--- src/three_way_bucket_store_macros.svh ---
// Assertion macros used by the bucket store RTL.
// Every macro samples on the rising edge of clock and is disabled while reset is high.
`ifndef THREE_WAY_BUCKET_STORE_MACROS_SVH
`define THREE_WAY_BUCKET_STORE_MACROS_SVH

`ifndef SYNTH
`define TBS_ASSERT(lbl, prop, msg) \
   lbl: assert property (@(posedge clock) disable iff (reset) prop) else $error(msg);
`define TBS_NEVER(lbl, expr, msg) \
   lbl: assert property (@(posedge clock) disable iff (reset) !(expr)) else $error(msg);
`else
`define TBS_ASSERT(lbl, prop, msg)
`define TBS_NEVER(lbl, expr, msg)
`endif

`endif

--- src/tbs_pkg.sv ---
`default_nettype none

package tbs_pkg;

   localparam int SLOT_COUNT    = 3;
   localparam int PAYLOAD_BITS  = 64;
   localparam int KEY_BITS      = 64;
   localparam int FIELD_BITS    = 64;
   localparam int SLOT_IDX_BITS = 2;
   localparam int STATUS_BITS   = 3;
   localparam int COUNT_BITS    = 2;

   typedef logic [SLOT_IDX_BITS-1:0] slot_idx_type;
   typedef logic [STATUS_BITS-1:0]   status_type;

   localparam logic OP_STORE  = 1'b0;
   localparam logic OP_LOOKUP = 1'b1;

   localparam status_type ST_UPDATE  = 3'd0;
   localparam status_type ST_NEW     = 3'd1;
   localparam status_type ST_COLLIDE = 3'd2;
   localparam status_type ST_HIT     = 3'd3;
   localparam status_type ST_MISS    = 3'd4;

   typedef struct packed {
      logic                  operation;
      logic [KEY_BITS-1:0]   key_hash;
      logic [FIELD_BITS-1:0] entry_payload;
   } request_type;

   typedef struct packed {
      status_type            status;
      logic [FIELD_BITS-1:0] found_payload;
      logic [COUNT_BITS-1:0] live_count;
   } result_type;

   function automatic slot_idx_type slot_wrap(input slot_idx_type idx);
      return (idx >= slot_idx_type'(SLOT_COUNT)) ? '0 : idx;
   endfunction

   function automatic slot_idx_type slot_next(input slot_idx_type idx);
      return (idx == slot_idx_type'(SLOT_COUNT - 1)) ? '0 : idx + 1'b1;
   endfunction

   function automatic slot_idx_type slot_prev(input slot_idx_type idx);
      return (idx == '0) ? slot_idx_type'(SLOT_COUNT - 1) : idx - 1'b1;
   endfunction

endpackage

`default_nettype wire

--- src/tbs_bucket.sv ---
`default_nettype none

`include "three_way_bucket_store_macros.svh"

module tbs_bucket
   import tbs_pkg::*;
(
   input  wire logic        clock,
   input  wire logic        reset,
   input  wire logic        commit,
   input  wire request_type req,
   output result_type       result
);

   logic [KEY_BITS-1:0]     slot_key_ff  [SLOT_COUNT];
   logic [PAYLOAD_BITS-1:0] slot_data_ff [SLOT_COUNT];
   logic [SLOT_COUNT-1:0]   slot_live_ff;
   slot_idx_type            recent_ff;

   slot_idx_type            cur;
   slot_idx_type            prior;
   slot_idx_type            after;
   logic [SLOT_COUNT-1:0]   key_eq;
   logic [SLOT_COUNT-1:0]   hit_sel;
   logic [SLOT_COUNT-1:0]   wr_sel;
   logic [SLOT_COUNT-1:0]   live_next;
   logic                    wr_en;
   slot_idx_type            wr_idx;
   status_type              status;
   logic [PAYLOAD_BITS-1:0] found;
   logic [COUNT_BITS-1:0]   count;

   always_comb begin
      cur    = slot_wrap(recent_ff);
      prior  = slot_prev(cur);
      after  = slot_next(cur);
      for (int i = 0; i < SLOT_COUNT; i++) begin
         key_eq[i] = (slot_key_ff[i] == req.key_hash);
      end
      wr_en   = 1'b0;
      wr_idx  = after;
      hit_sel = '0;
      status  = ST_MISS;
      if (req.operation == OP_STORE) begin
         wr_en = 1'b1;
         priority if (key_eq[cur]) begin
            wr_idx = cur;
            status = ST_UPDATE;
         end else if (key_eq[prior]) begin
            wr_idx = prior;
            status = ST_UPDATE;
         end else if (key_eq[after]) begin
            wr_idx = after;
            status = ST_UPDATE;
         end else if (!slot_live_ff[after]) begin
            wr_idx = after;
            status = ST_NEW;
         end else if (!slot_live_ff[prior]) begin
            wr_idx = prior;
            status = ST_NEW;
         end else if (!slot_live_ff[cur]) begin
            wr_idx = cur;
            status = ST_NEW;
         end else begin
            wr_idx = after;
            status = ST_COLLIDE;
         end
      end else begin
         priority if (slot_live_ff[cur] && key_eq[cur]) begin
            hit_sel[cur] = 1'b1;
            status       = ST_HIT;
         end else if (slot_live_ff[prior] && key_eq[prior]) begin
            hit_sel[prior] = 1'b1;
            status         = ST_HIT;
         end else if (slot_live_ff[after] && key_eq[after]) begin
            hit_sel[after] = 1'b1;
            status         = ST_HIT;
         end else begin
            status = ST_MISS;
         end
      end
      found = '0;
      count = '0;
      for (int i = 0; i < SLOT_COUNT; i++) begin
         wr_sel[i]    = wr_en && (wr_idx == slot_idx_type'(i));
         live_next[i] = slot_live_ff[i] | wr_sel[i];
         count        = count + COUNT_BITS'(live_next[i]);
         if (hit_sel[i]) begin
            found = found | slot_data_ff[i];
         end
      end
      result.status        = status;
      result.found_payload = FIELD_BITS'(found);
      result.live_count    = count;
   end

   always_ff @(posedge clock) begin
      if (reset) begin
         for (int i = 0; i < SLOT_COUNT; i++) begin
            slot_key_ff[i]  <= '0;
            slot_data_ff[i] <= '0;
         end
         slot_live_ff <= '0;
         recent_ff    <= '0;
      end else if (commit && wr_en) begin
         for (int i = 0; i < SLOT_COUNT; i++) begin
            if (wr_sel[i]) begin
               slot_key_ff[i]  <= req.key_hash;
               slot_data_ff[i] <= req.entry_payload[PAYLOAD_BITS-1:0];
            end
         end
         slot_live_ff <= live_next;
         recent_ff    <= wr_idx;
      end
   end

   `TBS_NEVER(a_ptr_range, recent_ff >= slot_idx_type'(SLOT_COUNT), "pointer out of range")
   `TBS_ASSERT(a_ptr_follows_write, (commit && req.operation == OP_STORE) |=> (recent_ff == $past(wr_idx)), "pointer did not move to written slot")
   `TBS_ASSERT(a_lookup_keeps_ptr, (commit && req.operation == OP_LOOKUP) |=> $stable(recent_ff), "lookup moved the pointer")
   `TBS_ASSERT(a_live_sticky, 1'b1 |=> ((slot_live_ff & $past(slot_live_ff)) == $past(slot_live_ff)), "live slot was cleared")

endmodule

`default_nettype wire

--- src/tbs_rsp_reg.sv ---
`default_nettype none

module tbs_rsp_reg
   import tbs_pkg::*;
(
   input  wire logic                  clock,
   input  wire logic                  reset,
   input  wire logic                  load,
   input  wire result_type            result,
   output logic                       can_load,
   output logic                       rsp_valid,
   input  wire logic                  rsp_ready,
   output logic [STATUS_BITS-1:0]     rsp_status,
   output logic [FIELD_BITS-1:0]      rsp_found_payload,
   output logic [COUNT_BITS-1:0]      rsp_live_count
);

   logic       valid_ff;
   logic       valid_in;
   result_type data_ff;

   always_comb begin
      can_load = !valid_ff || rsp_ready;
      valid_in = load ? 1'b1 : (rsp_ready ? 1'b0 : valid_ff);
   end

   always_ff @(posedge clock) begin
      if (reset) begin
         valid_ff <= 1'b0;
      end else begin
         valid_ff <= valid_in;
      end
   end

   always_ff @(posedge clock) begin
      if (load) begin
         data_ff <= result;
      end
   end

   assign rsp_valid         = valid_ff;
   assign rsp_status        = data_ff.status;
   assign rsp_found_payload = data_ff.found_payload;
   assign rsp_live_count    = data_ff.live_count;

endmodule

`default_nettype wire

--- src/three_way_bucket_store.sv ---
// Three-slot hash bucket with a last-written pointer.
// The req channel carries one word per operation: operation (store or lookup),
// key_hash and entry_payload. The rsp channel returns exactly one word per
// request, in order: status (update, new, collide, hit or miss), found_payload
// and the live-slot count after the operation.
// A request is captured in an input register; once the output register can take a
// word, the bucket is read and updated and the result is written into the output
// register, which drives rsp_valid.
// Throughput is one word per cycle while rsp_ready is high: the bucket
// read-modify-write on the three slot registers and the pointer is
// combinational, so each operation sees the state left by the previous one.
// Reset clears all keys and payloads to zero, marks every slot empty and sets
// the pointer to slot zero; rsp_valid drops and the input register empties.
// When the receiver holds rsp_ready low, the result word waits in the output
// register, one more request waits in the input register, and then req_ready
// falls until the output register drains.
`default_nettype none

module three_way_bucket_store
   import tbs_pkg::*;
(
   input  wire logic                  clock,
   input  wire logic                  reset,
   input  wire logic                  req_valid,
   output logic                       req_ready,
   input  wire logic                  req_operation,
   input  wire logic [KEY_BITS-1:0]   req_key_hash,
   input  wire logic [FIELD_BITS-1:0] req_entry_payload,
   output logic                       rsp_valid,
   input  wire logic                  rsp_ready,
   output logic [STATUS_BITS-1:0]     rsp_status,
   output logic [FIELD_BITS-1:0]      rsp_found_payload,
   output logic [COUNT_BITS-1:0]      rsp_live_count
);

   logic        s1_valid_ff;
   logic        s1_valid_in;
   request_type s1_req_ff;
   logic        req_accept;
   logic        advance;
   logic        rsp_can_load;
   result_type  bucket_result;

   always_comb begin
      advance     = s1_valid_ff && rsp_can_load;
      req_ready   = !s1_valid_ff || advance;
      req_accept  = req_valid && req_ready;
      s1_valid_in = req_accept ? 1'b1 : (advance ? 1'b0 : s1_valid_ff);
   end

   always_ff @(posedge clock) begin
      if (reset) begin
         s1_valid_ff <= 1'b0;
      end else begin
         s1_valid_ff <= s1_valid_in;
      end
   end

   always_ff @(posedge clock) begin
      if (req_accept) begin
         s1_req_ff.operation     <= req_operation;
         s1_req_ff.key_hash      <= req_key_hash;
         s1_req_ff.entry_payload <= req_entry_payload;
      end
   end

   tbs_bucket u_bucket (
      .clock  (clock),
      .reset  (reset),
      .commit (advance),
      .req    (s1_req_ff),
      .result (bucket_result)
   );

   tbs_rsp_reg u_rsp_reg (
      .clock             (clock),
      .reset             (reset),
      .load              (advance),
      .result            (bucket_result),
      .can_load          (rsp_can_load),
      .rsp_valid         (rsp_valid),
      .rsp_ready         (rsp_ready),
      .rsp_status        (rsp_status),
      .rsp_found_payload (rsp_found_payload),
      .rsp_live_count    (rsp_live_count)
   );

endmodule

`default_nettype wire

--- config.mk ---
export PLATFORM = sky130hd
export DESIGN_NAME = three_way_bucket_store
export DESIGN_NICKNAME = d
export VERILOG_FILES = /design/src/tbs_pkg.sv /design/src/tbs_bucket.sv /design/src/tbs_rsp_reg.sv /design/src/three_way_bucket_store.sv
export VERILOG_INCLUDE_DIRS = /design/src /design/src/src
export SDC_FILE = /design/constraint.sdc
export NUM_CORES = 1
export LEC_CHECK = 0
export ABC_AREA = 0
export BUFFER_PORTS_ARGS = -buffer_cell sky130_fd_sc_hd__buf_2
export CAP_MARGIN = 30
export CORE_UTILIZATION = 40
export DETAILED_ROUTE_END_ITERATION = 12
export MAX_ROUTING_LAYER = met4
export PLACE_DENSITY = 0.65
export RECOVER_POWER = 100
export SLEW_MARGIN = 20
export SYNTH_ARGS = -nofsm -noshare
export SYNTH_HDL_FRONTEND = slang
export SYNTH_HIERARCHICAL = 1
export SYNTH_SLANG_ARGS = --single-unit
--- constraint.sdc ---
create_clock -name clock -period 5.8 [get_ports clock]
set_input_delay 0.58 -clock clock [delete_from_list [all_inputs] [get_ports clock]]
set_output_delay 0.58 -clock clock [all_outputs]
set_load 0.02 [all_outputs]
======== Yosys cells after proc, flatten, opt, wreduce, memory -nomap -nowiden ========
Memory sizes are Yosys's and may differ from the RTL's.
Index checks and enable logic that the tools add are counted.
word-level totals
  register bits ........................... 205
  RAM bits ................................ 384
  input bits .............................. 133
  logic and storage cells ................. 130
  memories ................................ 2
memories
  name                   words  bits a word  rd ports  clocked after Yosys merged registers in  wr ports  line              text
  u_bucket.slot_data_ff  3      64           3         0                                        3         tbs_bucket.sv:16  logic [PAYLOAD_BITS-1:0] slot_data_ff [SLOT_COUNT];
  u_bucket.slot_key_ff   3      64           3         0                                        3         tbs_bucket.sv:15  logic [KEY_BITS-1:0] slot_key_ff [SLOT_COUNT];
operators by class
  $add $sub $neg .......................... 4
  $lt $le $gt $ge ......................... 7
  eq/ne operators ......................... 6
  mux-type cells .......................... 70
  bitwise logic cells ..................... 11
  reduce and logical (&&, ||, !) cells .... 20
operators by type and width
  operator                                             count
  2-to-1 mux 64 bit                                    9
  equality test 64 bit                                 3
  OR 64 bit                                            2
  2-to-1 mux 3 bit                                     13
  2-to-1 mux 1 bit                                     28
  2-to-1 mux 2 bit                                     11
  binary-select mux 1 bit (select 2 bit)               6
  logical AND 1 bit                                    12
  < comparator 2 x 3 -> 1 bit, second input constant   3
  OR 1 bit                                             9
  demux 1 bit (select 2 bit)                           3
  >= comparator 2 x 1 -> 1 bit, second input constant  3
  equality test 2 bit, second input constant           2
  zero test 2 bit                                      2
  nonzero test 2 bit                                   2
  adder 1 x 1 -> 2 bit                                 1
  adder 2 x 1 -> 2 bit                                 1
  adder 2 x 1 -> 2 bit, second input constant          1
  equality test 2 x 1 -> 1 bit, second input constant  1
  >= comparator 2 bit, second input constant           1
  zero test 1 bit                                      2
  logical OR 1 bit                                     2
  subtractor 2 x 1 -> 2 bit, second input constant     1

======== Depth between registers and ports, before layout ========
  word-level depth ........................ 19
  mapped depth ............................ 13
  mapped depth without buffers ............ 13

======== Modules after synthesis ========
The synthesis kept the hierarchy.
modules (own cells, without submodules)
  module                  instances  cells each  area an instance (sq um)
  tbs_bucket              1          1219        17326.6
  three_way_bucket_store  1          135         3936.3
  tbs_rsp_reg             1          73          2118.3

======== Worst setup path after synthesis ========
OpenSTA, ideal clock, no wires.
  kind .................................... input-to-reg
  from .................................... input rsp_ready
  to ...................................... memory u_bucket.slot_data_ff[1][36], in the netlist u_bucket/slot_data_ff[0][100], enable pin
  setup time .............................. 510 ps
  data arrival time ....................... 5136 ps
  path slack .............................. 155 ps
  stages on the path ...................... 6
  path through ............................ nand2b_4 -> and2_2 -> nor2b_1 -> clkbuf_1 -> nand3_1 -> nand2b_1
RTL lines
  element      line                          text
  from (decl)  three_way_bucket_store.sv:30  input wire logic rsp_ready,
  to (decl)    tbs_bucket.sv:16

==> summary.md <==
| Metric | Value |
|---|---|
| Hold path start | `req_entry_payload[10]` |
| Violated checks | `max-capacitance violations, max-slew violations` |
| Area growth, synth to finish | `16.3%` |
| Die height | `roughly 240 um` |
| Slew margin rel. | `-109%` |
| Clk Latency, worst-skew pair | `between 600 and 700 ps` |
| Hold path cells | `1` |
| Kind of launch point of the worst setup path | `flop` |
| Leakage | `around 9.3 nW` |
| Met3 global-route usage | `under 10%` |
| R2R depth | `10` |
| Synth top area cells | `edfxtp_1 75%, xnor2_1 7.2%, and2_1 3.5%` |
| Syn Area/Cell | `between 15 and 20 um2` |
| R2r setup slk | `790 ps` |
| Busiest metal layer after global routing | `met2` |
| Main synth FF type | `edfxtp_1` |
| Post-synthesis sequential area ratio | `between 70% and 80%` |
| Core area | `0.0577 mm2` |
| CP endpoint kind | `flop` |
| Overall routed net length | `51.6 mm` |
| Hold Path End | `s1_req_ff[10]` |
| CTS resizes | `0` |
| Fin Setup TNS | `0 ps` |
| DRT Pass-1 Iters | `5` |
| Cts hold-fix bufs | `0` |
| Initial antenna violation count | `1` |
| Via count | `roughly 13000` |
| Max Slew Vio Count | `roughly 230` |
| Yosys reg bits | `about 600` |
| Post-synth top area cell | `edfxtp_1` |
| Reg-to-reg startpoint | `s1_req_ff[108]` |
| RePlAce Congestion | `just over 0.8` |
| Final Cycle Share | `about 86%` |
| Die width | `between 200 and 250 um` |
| Arr. time, crit path | `about 5400 ps` |
| Slew @ Worst Pin | `3130 ps` |
| Fmax | `around 200 MHz` |
| Share of cells above drive strength 1 | `between 10 and 15%` |
| Die Area | `approximately 0.06 mm2` |
| Post-route cell area | `0.0272 mm2` |
| Longest Clk Path Bufs | `3` |
| # rows | `88` |
| I/O pins | `just over 200` |
| H-tree level count | `2` |
| M1 GR Usage | `a little under a quarter` |
| CTS tree | `done` |
| GRT met2 Usage | `29.1%` |
| Post-synthesis net count | `1565` |
| Fraction of registers with async set/reset | `0%` |
| Synth top area share | `74.7%` |
| Via density | `5.19` |
| Setup violators final | `0` |
| Vias in the first global route | `around 13000` |
| Post-CTS Repair Setup Buffers | `0` |
| Hold WS | `between 100 and 150 ps` |
| Final hold vios | `0` |
| Yosys Warn Count | `6` |
| CTS Root Cell | `clkbuf_16` |
| Crit Path Class | `reg -> reg` |
| Max-cap violations | `5` |
| Initial Util | `about 41%` |
| Synth unique cells | `between 60 and 70` |
| Post-DP HPWL | `around 32 mm` |
| Post-route ant nets | `0` |
| Pwr Density | `~350 mW/mm2` |
| Syn Inst Count | `between 1000 and 1500` |
| Pin count of the biggest net entering global routing | `75` |
| Ant diodes | `0` |
| First-pass GRT wire length | `about 77 mm` |
| Max IR drop VDD | `roughly 0.00026 V` |
| Remaining DRCs | `0` |
| Reg clk slew, reported paths | `approximately 60 ps` |
| Worst Clk Skew | `27.4 ps` |
| Maximum net fanout on the critical path | `64` |
| Worst R2R End | `u_rsp_reg/rsp_found_payload[62]` |
| Total CTS buffers | `a little over 60` |
| Fin nets | `approximately 1800` |
| EDFF count, synth | `582` |
| PortBufs | `203` |
| RSZ-0062 raised after global routing | `no` |
| Number of fill cells | `~5000` |
| HP Class | `in -> reg` |
| DRT iter0 DRCs | `approximately 1200` |
| Final Critical Period | `about 5000 ps` |
| Worst path required time | `around 6200 ps` |
| Status | `complete, but fails checks` |
| Total clock sinks | `slightly below 600` |
| GRT Residual Overflow | `0` |
| Syn Std Cell Area | `about 0.023 mm2` |
| Routed len/inst | `21.0 um` |
| Placed cell areas | `~0.025 mm2` |
| All-layer global routing usage | `17.6%` |
==> cell type report <==
type	count	area, um2	area share, %
flip-flops and latches	589	17600	64.8
multi-input cells	757	5380	19.8
clock buffers	78	1640	6.04
repair buffers	224	1130	4.16
well taps	765	957	3.52
clock inverters	37	422	1.55
inverters	12	45.0	0.166
==> cell usage in the layout, fill, tap and decap left out, types with 13 or more instances in the layout <==
master     netlist  final
nand4_1         50     50
nand2_1         71     71
and2_0           0    129
and3_1          66     66
clkbuf_16        0     62
buf_2            8    107
a221o_1         64     64
clkbuf_1        44    110
clkinv_2         0     13
edfxtp_1       582    582
nor3_1          65     65
xnor2_1        192    192
==> Yosys cell counts, types with 5 or more instances <==
master,count
o21ai_0,7
dfxtp_1,7
edfxtp_1,582
nand2_1,71
a21oi_1,12
buf_2,8
nand4_1,50
inv_1,12
and2_1,131
and3_1,66
nand2b_1,8
buf_6,12
nor4_1,12
nor2_1,9
nor3_1,65
xnor2_1,192
a221o_1,64
nor2b_1,5
clkbuf_1,44
==> kinds of logic after synthesis <==
group,Yosys count,synth area share (%)
DFF,589,75.3
muxes,3,0.134
buffers and inverters,81,1.78
xor gates and xnor gates,192,7.19
AOI/OAI and AO/OA,123,4.65
adders and majority gates,5,0.300
and+or+nand+nor,434,10.6
==> worst max-delay path, cell delays in order (launching register included) <==
cell and delay (ps):
edfxtp_1 500, xnor2_1 350, nand4_1 200, nor4_1 550, nand4_1 590, a2bb2oi_1 350, a21oi_4 240, o221a_2 210
clkbuf_2 1170, nor3_1 190, a221o_1 330
==> through the flow <==
step	total power, mW	cells	worst slack (ps)	utilization [%]
after global placement	5.61	2345	1050	43.7
after detailed placement	5.62	2347	1200	43.8
after CTS	9.60	2462	1160	47.4
after floorplan	5.39	1427	155	-
after global routing	9.80	2462	477	47.1
final	9.48	2462	794	47.1
==> flip-flops by register name, indices dropped and copies added (netlist names) <==
name                         cells
u_bucket/slot_data_ff          192
u_bucket/slot_key_ff           192
s1_req_ff                      129
u_rsp_reg/rsp_found_payload     64
u_bucket/slot_live_ff            3
u_rsp_reg/rsp_status             3
u_bucket/recent_ff               2
u_rsp_reg/rsp_live_count         2
s1_valid_ff                      1
u_rsp_reg/rsp_valid              1
==> worst max path at each step <==
stage | from | endpoint | depth (start not counted)
CTS | s1_req_ff[101] | u_bucket/slot_data_ff[0][67] | 10
finish | s1_req_ff[108] | u_rsp_reg/rsp_found_payload[62] | 10
global placement | s1_req_ff[101] | u_rsp_reg/rsp_found_payload[57] | 10
floorplan | rsp_ready | u_bucket/slot_data_ff[0][100] | 6
detailed placement | s1_req_ff[101] | u_bucket/slot_data_ff[0][88] | 10
global route | u_rsp_reg/rsp_valid | u_bucket/slot_key_ff[0][103] | 7
==> routing by layer <==
layer,vias up,wire (um)
met1,6392,21600
met5,-,0
met4,0,950
met2,424,26000
li1,5869,-
met3,88,3070
==> power by group <==
group / leakage (nW) / internal [mW] / switching [mW] / total, mW
Sequential: 5.99 / 4.92 / 0.111 / 5.03
Combinational: 2.31 / 0.180 / 0.311 / 0.490
Clock: 1.01 / 2.36 / 1.61 / 3.97
No activity file was read; power rests on OpenSTA's default activity.
